$ cat src/pbfas_pkg.sv
// Shared types and constants of the per-bar frame average smoother.
package pbfas_pkg;

    localparam int VAL_W = 8;
    localparam int IDX_W = 5;
    localparam int CFG_W = 3;
    localparam int APB_AW = 3;
    localparam int APB_DW = 32;

    localparam logic [APB_AW-1:0] ADDR_SMOOTHING_FRAMES = 3'd0;

    typedef enum logic [4:0] {
        ST_CLEAR = 5'b00001,
        ST_IDLE  = 5'b00010,
        ST_READ  = 5'b00100,
        ST_DIV   = 5'b01000,
        ST_DONE  = 5'b10000
    } state_t;

endpackage

$ cat src/per_bar_frame_average_smoother.sv
// Top level of the per-bar frame average smoother.
//
//   channel   direction  handshake                 contents
//   s_axis    in         tvalid/tready             bar_value, bar_index
//   m_axis    out        tvalid/tready             smoothed_value
//   apb       in/out     psel/penable/pready       smoothing_frames at 0x0
//
// A word is accepted, its history is read from the RAM and summed, the sum
// is divided and the result is written back; bypassed words skip the read,
// the divide and the write-back.
// After reset every entry of the history RAM is cleared, during which
// s_axis_tready stays low. A stalled output holds the block in its final
// state until the result is taken.
module per_bar_frame_average_smoother #(
    parameter int NUM_BARS   = 20,
    parameter int MAX_FRAMES = 5
) (
    input  logic                         clk,
    input  logic                         rst_n,
    input  logic                         s_axis_tvalid,
    output logic                         s_axis_tready,
    // [7:0] bar_value, [12:8] bar_index, [15:13] zero
    input  logic [15:0]                  s_axis_tdata,
    output logic                         m_axis_tvalid,
    input  logic                         m_axis_tready,
    // [7:0] smoothed_value
    output logic [7:0]                   m_axis_tdata,
    input  logic                         psel,
    input  logic                         penable,
    input  logic                         pwrite,
    input  logic [pbfas_pkg::APB_AW-1:0] paddr,
    input  logic [pbfas_pkg::APB_DW-1:0] pwdata,
    output logic [pbfas_pkg::APB_DW-1:0] prdata,
    output logic                         pready
);

    import pbfas_pkg::*;

    localparam int DEPTH = MAX_FRAMES * NUM_BARS;
    localparam int AW    = $clog2(DEPTH);
    localparam int KW    = $clog2(MAX_FRAMES + 1);
    localparam int SW    = $clog2(MAX_FRAMES);
    localparam int SUM_W = $clog2(MAX_FRAMES * 255 + 1);

    state_t state_reg, state_next;

    logic [CFG_W-1:0] cfg_reg, cfg_next;
    logic [SW-1:0]    slot_reg, slot_next;
    logic [AW-1:0]    slot_base_reg, slot_base_next;
    logic [AW-1:0]    clr_addr_reg, clr_addr_next;
    logic [AW-1:0]    addr_reg, addr_next;
    logic [IDX_W-1:0] bar_reg, bar_next;
    logic [KW-1:0]    n_reg, n_next;
    logic             pend_reg, pend_next;
    logic             pend_slot_reg, pend_slot_next;
    logic             bypass_reg, bypass_next;
    logic             last_bar_reg, last_bar_next;
    logic [VAL_W-1:0] val_reg, val_next;
    logic [SUM_W-1:0] sum_reg, sum_next;
    logic             out_valid_reg, out_valid_next;
    logic [VAL_W-1:0] out_data_reg, out_data_next;

    logic [KW-1:0]    k_eff;
    logic             accept_in;
    logic             out_free;
    logic [VAL_W-1:0] in_val;
    logic [IDX_W-1:0] in_idx;
    logic             ram_we;
    logic [AW-1:0]    ram_waddr;
    logic [VAL_W-1:0] ram_wdata;
    logic [AW-1:0]    ram_raddr;
    logic [VAL_W-1:0] ram_rdata;
    logic             div_start;
    logic             div_done;
    logic [VAL_W-1:0] div_q;

    assign in_val    = s_axis_tdata[VAL_W-1:0];
    assign in_idx    = s_axis_tdata[VAL_W+IDX_W-1:VAL_W];
    assign accept_in = s_axis_tvalid && s_axis_tready;
    assign out_free  = !out_valid_reg || m_axis_tready;

    always_comb
    begin
        if (cfg_reg == '0)
        begin
            k_eff = KW'(1);
        end
        else if (32'(cfg_reg) > 32'(MAX_FRAMES))
        begin
            k_eff = KW'(MAX_FRAMES);
        end
        else
        begin
            k_eff = KW'(cfg_reg);
        end
    end

    always_comb
    begin
        cfg_next = cfg_reg;
        if (psel && penable && pwrite && pready && paddr == ADDR_SMOOTHING_FRAMES)
        begin
            cfg_next = pwdata[CFG_W-1:0];
        end
    end

    assign pready = 1'b1;
    assign prdata = (paddr == ADDR_SMOOTHING_FRAMES) ? APB_DW'(cfg_reg) : '0;

    always_comb
    begin
        state_next     = state_reg;
        slot_next      = slot_reg;
        slot_base_next = slot_base_reg;
        clr_addr_next  = clr_addr_reg;
        addr_next      = addr_reg;
        bar_next       = bar_reg;
        n_next         = n_reg;
        pend_next      = 1'b0;
        pend_slot_next = 1'b0;
        bypass_next    = bypass_reg;
        last_bar_next  = last_bar_reg;
        val_next       = val_reg;
        sum_next       = sum_reg;
        out_valid_next = out_valid_reg;
        out_data_next  = out_data_reg;
        ram_we         = 1'b0;
        ram_waddr      = slot_base_reg + AW'(bar_reg);
        ram_wdata      = div_q;
        ram_raddr      = addr_reg;
        div_start      = 1'b0;

        if (out_valid_reg && m_axis_tready)
        begin
            out_valid_next = 1'b0;
        end

        unique case (state_reg)
            ST_CLEAR:
            begin
                ram_we        = 1'b1;
                ram_waddr     = clr_addr_reg;
                ram_wdata     = '0;
                clr_addr_next = clr_addr_reg + AW'(1);
                if (32'(clr_addr_reg) == DEPTH - 1)
                begin
                    state_next = ST_IDLE;
                end
            end
            ST_IDLE:
            begin
                if (accept_in)
                begin
                    val_next      = in_val;
                    bar_next      = in_idx;
                    bypass_next   = (k_eff == KW'(1)) || (32'(in_idx) >= 32'(NUM_BARS));
                    last_bar_next = 32'(in_idx) == NUM_BARS - 1;
                    addr_next     = AW'(in_idx);
                    n_next        = '0;
                    sum_next      = '0;
                    if ((k_eff == KW'(1)) || (32'(in_idx) >= 32'(NUM_BARS)))
                    begin
                        state_next = ST_DONE;
                    end
                    else
                    begin
                        state_next = ST_READ;
                    end
                end
            end
            ST_READ:
            begin
                if (n_reg != k_eff)
                begin
                    pend_next      = 1'b1;
                    pend_slot_next = n_reg == KW'(slot_reg);
                    addr_next      = addr_reg + AW'(NUM_BARS);
                    n_next         = n_reg + KW'(1);
                end
                if (pend_reg)
                begin
                    sum_next = sum_reg + SUM_W'(pend_slot_reg ? val_reg : ram_rdata);
                end
                if (n_reg == k_eff && !pend_reg)
                begin
                    div_start  = 1'b1;
                    state_next = ST_DIV;
                end
            end
            ST_DIV:
            begin
                if (div_done)
                begin
                    state_next = ST_DONE;
                end
            end
            ST_DONE:
            begin
                if (out_free)
                begin
                    out_valid_next = 1'b1;
                    state_next     = ST_IDLE;
                    if (bypass_reg)
                    begin
                        out_data_next = val_reg;
                    end
                    else
                    begin
                        out_data_next = div_q;
                        ram_we        = 1'b1;
                        if (last_bar_reg)
                        begin
                            if (KW'(slot_reg) + KW'(1) < k_eff)
                            begin
                                slot_next      = slot_reg + SW'(1);
                                slot_base_next = slot_base_reg + AW'(NUM_BARS);
                            end
                            else
                            begin
                                slot_next      = '0;
                                slot_base_next = '0;
                            end
                        end
                    end
                end
            end
            default:
            begin
                state_next = ST_IDLE;
            end
        endcase
    end

    assign s_axis_tready = state_reg == ST_IDLE;
    assign m_axis_tvalid = out_valid_reg;
    assign m_axis_tdata  = out_data_reg;

    always_ff @(posedge clk or negedge rst_n)
    begin
        if (!rst_n)
        begin
            state_reg     <= ST_CLEAR;
            cfg_reg       <= CFG_W'(1);
            slot_reg      <= '0;
            slot_base_reg <= '0;
            clr_addr_reg  <= '0;
            n_reg         <= '0;
            pend_reg      <= 1'b0;
            out_valid_reg <= 1'b0;
        end
        else
        begin
            state_reg     <= state_next;
            cfg_reg       <= cfg_next;
            slot_reg      <= slot_next;
            slot_base_reg <= slot_base_next;
            clr_addr_reg  <= clr_addr_next;
            n_reg         <= n_next;
            pend_reg      <= pend_next;
            out_valid_reg <= out_valid_next;
        end
    end

    always_ff @(posedge clk)
    begin
        addr_reg      <= addr_next;
        bar_reg       <= bar_next;
        pend_slot_reg <= pend_slot_next;
        bypass_reg    <= bypass_next;
        last_bar_reg  <= last_bar_next;
        val_reg       <= val_next;
        sum_reg       <= sum_next;
        out_data_reg  <= out_data_next;
    end

    pbfas_ram #(
        .WIDTH (VAL_W),
        .DEPTH (DEPTH)
    ) u_history (
        .clk   (clk),
        .we    (ram_we),
        .waddr (ram_waddr),
        .wdata (ram_wdata),
        .raddr (ram_raddr),
        .rdata (ram_rdata)
    );

    pbfas_div #(
        .SUM_W (SUM_W),
        .KW    (KW)
    ) u_div (
        .clk      (clk),
        .rst_n    (rst_n),
        .start    (div_start),
        .dividend (sum_next),
        .divisor  (k_eff),
        .done     (div_done),
        .quotient (div_q)
    );

    a_slot_range: assert property (@(posedge clk) disable iff (!rst_n)
        32'(slot_reg) < MAX_FRAMES)
        else $error("frame slot out of range");

    a_slot_base: assert property (@(posedge clk) disable iff (!rst_n)
        32'(slot_base_reg) == 32'(slot_reg) * NUM_BARS)
        else $error("slot base does not match frame slot");

    a_div_done: assert property (@(posedge clk) disable iff (!rst_n)
        div_done |-> state_reg == ST_DIV)
        else $error("divider finished outside the divide state");

    a_ram_write: assert property (@(posedge clk) disable iff (!rst_n)
        ram_we |-> (state_reg == ST_CLEAR || state_reg == ST_DONE))
        else $error("history write outside clear or write-back");

endmodule

$ cat src/pbfas_ram.sv
// Generic simple dual-port RAM with one write port and one registered read port.
module pbfas_ram #(
    parameter int WIDTH = 8,
    parameter int DEPTH = 100
) (
    input  logic                     clk,
    input  logic                     we,
    input  logic [$clog2(DEPTH)-1:0] waddr,
    input  logic [WIDTH-1:0]         wdata,
    input  logic [$clog2(DEPTH)-1:0] raddr,
    output logic [WIDTH-1:0]         rdata
);

    logic [WIDTH-1:0] mem [DEPTH];
    logic [WIDTH-1:0] rdata_reg;

    always_ff @(posedge clk)
    begin
        if (we)
        begin
            mem[waddr] <= wdata;
        end
        rdata_reg <= mem[raddr];
    end

    assign rdata = rdata_reg;

endmodule

$ cat src/pbfas_div.sv
// Restoring divider that produces one quotient bit per cycle.
module pbfas_div #(
    parameter int SUM_W = 12,
    parameter int KW    = 3
) (
    input  logic                       clk,
    input  logic                       rst_n,
    input  logic                       start,
    input  logic [SUM_W-1:0]           dividend,
    input  logic [KW-1:0]              divisor,
    output logic                       done,
    output logic [pbfas_pkg::VAL_W-1:0] quotient
);

    import pbfas_pkg::*;

    localparam int CW = $clog2(SUM_W + 1);

    logic             busy_reg, busy_next;
    logic             done_reg, done_next;
    logic [CW-1:0]    cnt_reg, cnt_next;
    logic [KW-1:0]    rem_reg, rem_next;
    logic [SUM_W-1:0] dq_reg, dq_next;
    logic [KW:0]      trial;
    logic             ge;

    always_comb
    begin
        trial     = {rem_reg, dq_reg[SUM_W-1]};
        ge        = trial >= {1'b0, divisor};
        busy_next = busy_reg;
        done_next = 1'b0;
        cnt_next  = cnt_reg;
        rem_next  = rem_reg;
        dq_next   = dq_reg;
        if (start)
        begin
            busy_next = 1'b1;
            cnt_next  = CW'(SUM_W);
            rem_next  = '0;
            dq_next   = dividend;
        end
        else if (busy_reg)
        begin
            rem_next = ge ? KW'(trial - {1'b0, divisor}) : trial[KW-1:0];
            dq_next  = {dq_reg[SUM_W-2:0], ge};
            cnt_next = cnt_reg - CW'(1);
            if (cnt_reg == CW'(1))
            begin
                busy_next = 1'b0;
                done_next = 1'b1;
            end
        end
    end

    always_ff @(posedge clk or negedge rst_n)
    begin
        if (!rst_n)
        begin
            busy_reg <= 1'b0;
            done_reg <= 1'b0;
            cnt_reg  <= '0;
        end
        else
        begin
            busy_reg <= busy_next;
            done_reg <= done_next;
            cnt_reg  <= cnt_next;
        end
    end

    always_ff @(posedge clk)
    begin
        rem_reg <= rem_next;
        dq_reg  <= dq_next;
    end

    assign done     = done_reg;
    assign quotient = dq_reg[VAL_W-1:0];

endmodule
$ cat config.mk
export PLATFORM = sky130hd
export DESIGN_NAME = per_bar_frame_average_smoother
export DESIGN_NICKNAME = d
export VERILOG_FILES = /design/src/pbfas_pkg.sv /design/src/per_bar_frame_average_smoother.sv /design/src/pbfas_ram.sv /design/src/pbfas_div.sv
export SDC_FILE = /design/constraint.sdc
export NUM_CORES = 1
export LEC_CHECK = 0
export BUFFER_PORTS_ARGS = -buffer_cell sky130_fd_sc_hd__buf_4
export CAP_MARGIN = 10
export CORE_ASPECT_RATIO = 0.8
export CORE_UTILIZATION = 62
export DETAILED_ROUTE_END_ITERATION = 8
export HOLD_SLACK_MARGIN = 0.05
export PLACE_DENSITY = 0.79
export SLEW_MARGIN = 40
export SYNTH_ARGS = -nofsm -noshare
export SYNTH_HDL_FRONTEND = slang
export SYNTH_HIERARCHICAL = 1
export SYNTH_SLANG_ARGS = --single-unit
$ cat constraint.sdc
create_clock -name clk -period 4.1 [get_ports clk]
set_clock_uncertainty 0.2 [all_clocks]
set_input_delay 0.205 -clock clk [delete_from_list [all_inputs] [get_ports clk]]
set_output_delay 0.205 -clock clk [all_outputs]
set_load 0.01 [all_outputs]
Word level (Yosys, flattened, before mapping)
Memories as Yosys holds them, arrays and structs flattened. A register that Yosys moved wholly into a read port is not among the register bits.
Index checks and enable logic that the tools add are counted.
{"block": "totals", "n_memories": 1, "regBits": 92, "elab_cells": 122, "latch_bits": 0, "rom_bits": 0, "mem_bits_rw": 800}
{"memory": "u_history.mem", "words": 100, "word_bits": 8, "read_ports": 1, "rd_ports_with_merged_regs": 1, "wr": 1, "line": "pbfas_ram.sv:14", "text": "logic [WIDTH-1:0] mem [DEPTH];"}
{"block": "classes", "mul": 0, "bitwise": 1, "n_addsub": 9, "n_div": 0, "reduce_logical": 20, "mux": 48, "order_cmp": 4, "n_eq_ne": 18, "shifts": 0}
{"operator": "$mux W11", "n": 4}
{"operator": "$mux W5", "n": 6}
{"operator": "$mux W7", "n": 4}
{"operator": "$pmux W5 S5", "n": 1}
{"operator": "$mux W8", "n": 3}
{"operator": "$pmux W11 S2", "n": 1}
{"operator": "$mux W3", "n": 7}
{"operator": "$mux W1", "n": 17}
{"operator": "$add A7 B5 Y7 const B", "n": 2}
{"operator": "$pmux W7 S2", "n": 1}
{"operator": "$add A11 B8 Y11", "n": 1}
{"operator": "$eq A5 B5 Y1 const B", "n": 2}
{"operator": "$mux W4", "n": 2}
{"operator": "$ne A2 B2 Y1 const B", "n": 4}
{"operator": "$add A7 B1 Y7 const B", "n": 1}
{"operator": "$add A7 B5 Y7", "n": 1}
{"operator": "$eq A7 B7 Y1 const B", "n": 1}
{"operator": "$add A3 B1 Y3 const B", "n": 2}
{"operator": "$eq A3 B3 Y1", "n": 2}
{"operator": "$logic_and A1 B1 Y1", "n": 6}
{"operator": "$logic_not A3 Y1", "n": 2}
{"operator": "$pmux W3 S2", "n": 1}
{"operator": "$reduce_and A2 Y1", "n": 3}
{"operator": "$eq A5 B1 Y1 const B", "n": 1}
{"operator": "other kinds (21)", "n": 25}

Logic depth before layout (Yosys ltp)
{"block": "depth", "depth_word": 8, "depth_mapped": 10}

Hierarchy
The synthesis kept the hierarchy.
{"mod": "pbfas_ram", "cells_per_inst": 1384, "seq_area_each_um2": 24183.2, "area_each_um2": 31121.1, "instances": 1}
{"mod": "per_bar_frame_average_smoother", "cells_per_inst": 396, "seq_area_each_um2": 1844.3, "area_each_um2": 4053.9, "instances": 1}
{"mod": "pbfas_div", "cells_per_inst": 92, "seq_area_each_um2": 540.5, "area_each_um2": 1118.6, "instances": 1}

Worst setup path before layout
OpenSTA, ideal clock, no wires.
{"block": "synth_timing", "path_type": "reg2reg", "from": "reg slot_base_reg[3]", "to": "mem u_history.mem[57][0], enable pin", "slack_ns": 0.819, "stages_incl_launch_ff": 11, "arrival_time_ns": 2.698, "required_time_ns": 3.517, "setup_ns": 0.383, "synth_period_minus_slack_ns": 3.281, "cell_sequence": "dfrtp_1 > ha_1 > a21oi_1 > nor2b_1 > o21ai_0 > xor2_1 > o21ai_0 > nor2b_1 > nand4_1 > or2_2 > nor3_1"}
{"block": "synth_via", "elab_chain_cells": 2}
{"element": "start, declared", "line": "per_bar_frame_average_smoother.sv:49", "text": "logic [AW-1:0] slot_base_reg, slot_base_next;"}
{"element": "start signal, assigned", "line": "per_bar_frame_average_smoother.sv:256", "text": "slot_base_reg <= slot_base_next;"}
{"element": "$add A7 B5 Y7", "line": "per_bar_frame_average_smoother.sv:128", "text": "ram_waddr = slot_base_reg + AW'(bar_reg);"}
{"element": "$mux W7", "line": "per_bar_frame_average_smoother.sv:138", "text": "unique case (state_reg)"}
{"element": "via ram_waddr[6]", "line": "per_bar_frame_average_smoother.sv:69", "text": "logic [AW-1:0] ram_waddr;"}
{"element": "end, declared", "line": "pbfas_ram.sv:14"}
The timed path passes the listed nets, and every way through them passes these cells.

Worst setup path in the final report
{"block": "layout_timing", "from": "reg slot_base_reg[3]", "to": "mem u_history.mem[3][1], enable pin"}
Same word-level chain as after synthesis.

==> impl_metrics.csv <==
group,metric,value,unit
status,run_status,"finished clean",
cts,h-tree-depth,3,
layout,area_growth_syn_to_layout,13.38,%
logic_synthesis,synth_top_cell_by_area,"edfxtp_1",
power,p_int,0.01693,W
power,power.share.switching,28.80,%
critical_path,timing.rr.start,"slot_base_reg[3]$_DFFE_PN0P_",
route,via_count,19210,
timing,final_max_slew_viol_count,0,
critical_path,setup.worst_path.class,"flop to flop",
placed_design,count_of_buffers_from_port_buffering,38,
timing,fin_tns_setup,0,ns
logic_synthesis,yosys_most_used_dff,"edfxtp_1",
cts,clockRootBuffer,"clkbuf_16",
grt,antenna_found_initial,0,
layout,finish.net_count,2163,
logic_synthesis,post-synth-top-area-fraction,69.58,%
layout,stdcell_area,0.04115,mm^2
critical_path,r2r.worst_path.cells,10,
critical_path,critPathLaunchType,"flop",
floorplanning,number_of_top_level_pins,101,
route,dr.first_iter.drc_count,2707,
floorplanning,fp.coreArea,0.05729,mm^2
layout,fillers,3252,
layout,largest_register_ffs,800,
timing,min_period_over_period,90.27,%
route,post-route-drc-count,0,
logic_synthesis,async_flop_share,3.786,%
cts,clkSinkCount,898,
cts,cts.path.max_buffers,3,
logic_synthesis,number_of_synthesized_flops_with_an_enable_pin,841,
logic_synthesis,synth.yosys.seq_area_share,73.20,%
grt,grt_max_degree,76,
route,drt_wl_total,83790,um
critical_path,regToRegEndpoint,"u_history/mem[3][1]$_DFFE_PP_",
cts,post_cts.resized_instances,0,
flow_run,maxCapViolCount,0,
layout,area_used_by_sequential_logic_in_the_layout,0.02657,mm^2
logic_synthesis,synth_commonest_cells,"841 x edfxtp_1, 226 x mux4_2, 140 x nor2_1",
critical_path,reg2reg_setup_slack,0.40,ns
min_path,worstHoldEndpoint,"val_reg[0]$_DFFE_PP_",
timing,hold_violations,0,
placed_design,place.gp.congestion,0.9322,
cts,clock_insertion_delay_worst_skew,0.64,ns
layout,post_route_cells_drive_above_1_share,28.05,%
logic_synthesis,syn-instance-count,1872,
floorplanning,dieWidth,272.5,um
critical_path,worst-endpoint-arrival,3.83,ns
power,irDropWorstVdd,484.4,uV
timing,setup_viol_count_final,0,
power,total_switching_power,0.006846,W
cts,post_cts.repair.setup_buffers,0,
route,wire_per_inst,28.81,um
placed_design,detailed_place_hpwl,51380,um
critical_path,cp_max_fo,8,
floorplanning,vertical_extent_of_the_die,218.4,um
cts,cts_tree,"built",
grt,global_route_wire_length_before_repair,125400,um
power,pwr-share-seq,45.9,%
route,postRouteAntennaNets,0,
layout,multi_input_area,0.009044,mm^2
grt,globalRoute.totalOverflow,0,
logic_synthesis,post_synth.cell_area_avg,19.39,um^2
logic_synthesis,synth_cell_type_count,83,
floorplanning,area_enclosed_by_the_die_boundary,0.05952,mm^2
critical_path,endpoint_kind,"flop",
cts,tritoncts_buffers,82,
power,power.combinational.fraction,22.7,%
timing,unrepaired_setup_endpoints_after_global_routing,"no",
logic_synthesis,yosys_register_bits,898,
timing,max_slew.worst_pin.slew,0.7993,ns
route,drt_first_pass_iters,8,
power,cellPowerDensity,577.8,mW/mm^2
timing,fmaxAchievable,0.2702,GHz
floorplanning,placementRows,78,
min_path,hold-path-cell-count,2,
min_path,min-delay-path-class,"primary input to flop",
grt,grt_pass1_vias,19500,
cts,clk_transition_reported_paths,0.06,ns
logic_synthesis,synthMostInstantiatedCell,"edfxtp_1",
placed_design,detailed_place.area,0.03826,mm^2
logic_synthesis,synth.area.top_cells,"edfxtp_1 70%, mux4_2 14%, dfrtp_1 2.2%",
floorplanning,start_util,63.35,%
min_path,worstHoldStart,"s_axis_tdata[0]",
power,total_leakage_power,13.60,nW
route,vias_per_cell,6.607,
timing,fin_crit,3.701,ns
critical_path,critical_path_required,4.23,ns
cts,post_cts_hold_buffer_count,25,
power,power.share.clock,31.4,%
timing,maxSlewHeadroom,46.71,%
logic_synthesis,synth_warnings,6,
grt,track_usage,29.26,%
logic_synthesis,mappedNetlistArea,0.03629,mm^2
power groups by stage:
| stage | clock network (W) | logic [W] | registers (W) |
|---|---|---|---|
| 4_1_cts | 0.00756 | 0.00532 | 0.0109 |
| 5_1_grt | 0.00787 | 0.00568 | 0.0109 |
| 6_report | 0.00747 | 0.00541 | 0.0109 |
| 2_1_floorplan | 0 | 0.00353 | 0.0110 |
| 3_5_place_dp | 0 | 0.00521 | 0.0111 |
| 3_3_place_gp | 0 | 0.00498 | 0.0111 |
worst max-delay path by stage:
stage | startpoint | end | slack (ns) | cells past startpoint
CTS | slot_base_reg[3]$_DFFE_PN0P_ | u_history/mem[3][3]$_DFFE_PP_ | 0.51 | 10
global route | slot_base_reg[3]$_DFFE_PN0P_ | u_history/mem[51][7]$_DFFE_PP_ | 0.29 | 10
finish | slot_base_reg[3]$_DFFE_PN0P_ | u_history/mem[3][1]$_DFFE_PP_ | 0.40 | 10
global placement | state_reg[2]$_DFFE_PN0P_ | u_history/mem[65][4]$_DFFE_PP_ | 0.52 | 7
detailed placement | slot_base_reg[3]$_DFFE_PN0P_ | u_history/mem[53][2]$_DFFE_PP_ | 0.54 | 10
floorplan | slot_base_reg[3]$_DFFE_PN0P_ | u_history/mem[57][0]$_DFFE_PP_ | 0.82 | 10
cells by family (layout without fill, tap and decap cells):
logic type / count (synthesis) / in the layout / synth area share, %
flip-flops: 898 / 898 / 73.20
AND/OR/NAND/NOR: 359 / 359 / 4.764
multiplexers: 271 / 271 / 15.38
AO/OA/AOI/OAI: 148 / 148 / 2.837
buffers and inverters: 142 / 388 / 2.244
XOR/XNOR: 27 / 27 / 0.6516
adder cells (fa/ha/maj): 25 / 25 / 0.9032
other: 2 / 32 / 0.02069
layout by cell type, fill, tap and decap left out, types with 13 or more instances in the layout:
cell | netlist | final
conb_1 | 2 | 30
xor2_1 | 18 | 18
o21ai_0 | 25 | 24
mux2i_1 | 13 | 13
a21oi_1 | 21 | 21
mux4_2 | 226 | 226
nand2b_1 | 13 | 13
clkinv_1 | 0 | 17
inv_1 | 17 | 17
dfxtp_1 | 23 | 23
nand3_1 | 34 | 34
buf_4 | 51 | 180
dlygate4sd3_1 | 0 | 24
nor2_1 | 140 | 139
a22oi_1 | 26 | 26
buf_12 | 0 | 16
o22ai_1 | 16 | 16
nand2_1 | 69 | 69
clkinv_2 | 0 | 13
nor2b_1 | 21 | 19
mux2_2 | 32 | 32
edfxtp_1 | 841 | 841
clkbuf_1 | 34 | 17
clkbuf_16 | 0 | 84
dfrtp_1 | 32 | 32
ha_1 | 23 | 23
worst max-delay path: stages (launching register included):
cell and delay [ns]:
dfrtp_1 0.41, ha_1 0.33, a21oi_1 0.26, nor2b_1 0.10, o21ai_0 0.20, xor2_1 0.21, o21ai_0 0.22, nor2_1 0.46
nand2_1 0.37, nor2_1 0.39, buf_4 0.24
area by class of cell:
| cell class | count | share of cell area, % |
|---|---|---|
| diodes | 2 | 0.01216 |
| clock buffers | 103 | 5.330 |
| multi-input cells | 860 | 21.98 |
| clock inverters | 47 | 0.9760 |
| repair buffers | 221 | 4.673 |
| flip-flops and latches | 898 | 64.56 |
| well taps | 760 | 2.311 |
| inverters | 17 | 0.1551 |
layer usage:
metal,global-route usage [%],vias up,wire [um]
met2,47.32,1121,41370
met4,8.801,0,2247
met5,0,-,0
li1,-,7949,-
met3,6.285,182,8222
met1,40.62,9962,31950
metrics by stage:
stage	setup WS, ns	instances	power (W)	utilization, %	hold WS [ns]
after detailed placement	0.5383	2730	0.01629	66.79	-0.01437
final	0.3991	2908	0.02378	71.83	0.1062
after CTS	0.5078	2905	0.02377	71.77	0.07537
after floorplan	0.8190	1900	0.01450	-	-0.2906
after global routing	0.2885	2906	0.02448	71.82	0.09333
after global placement	0.5193	2722	0.01608	66.52	-0.02341
No activity file was read; power rests on OpenSTA's default activity.
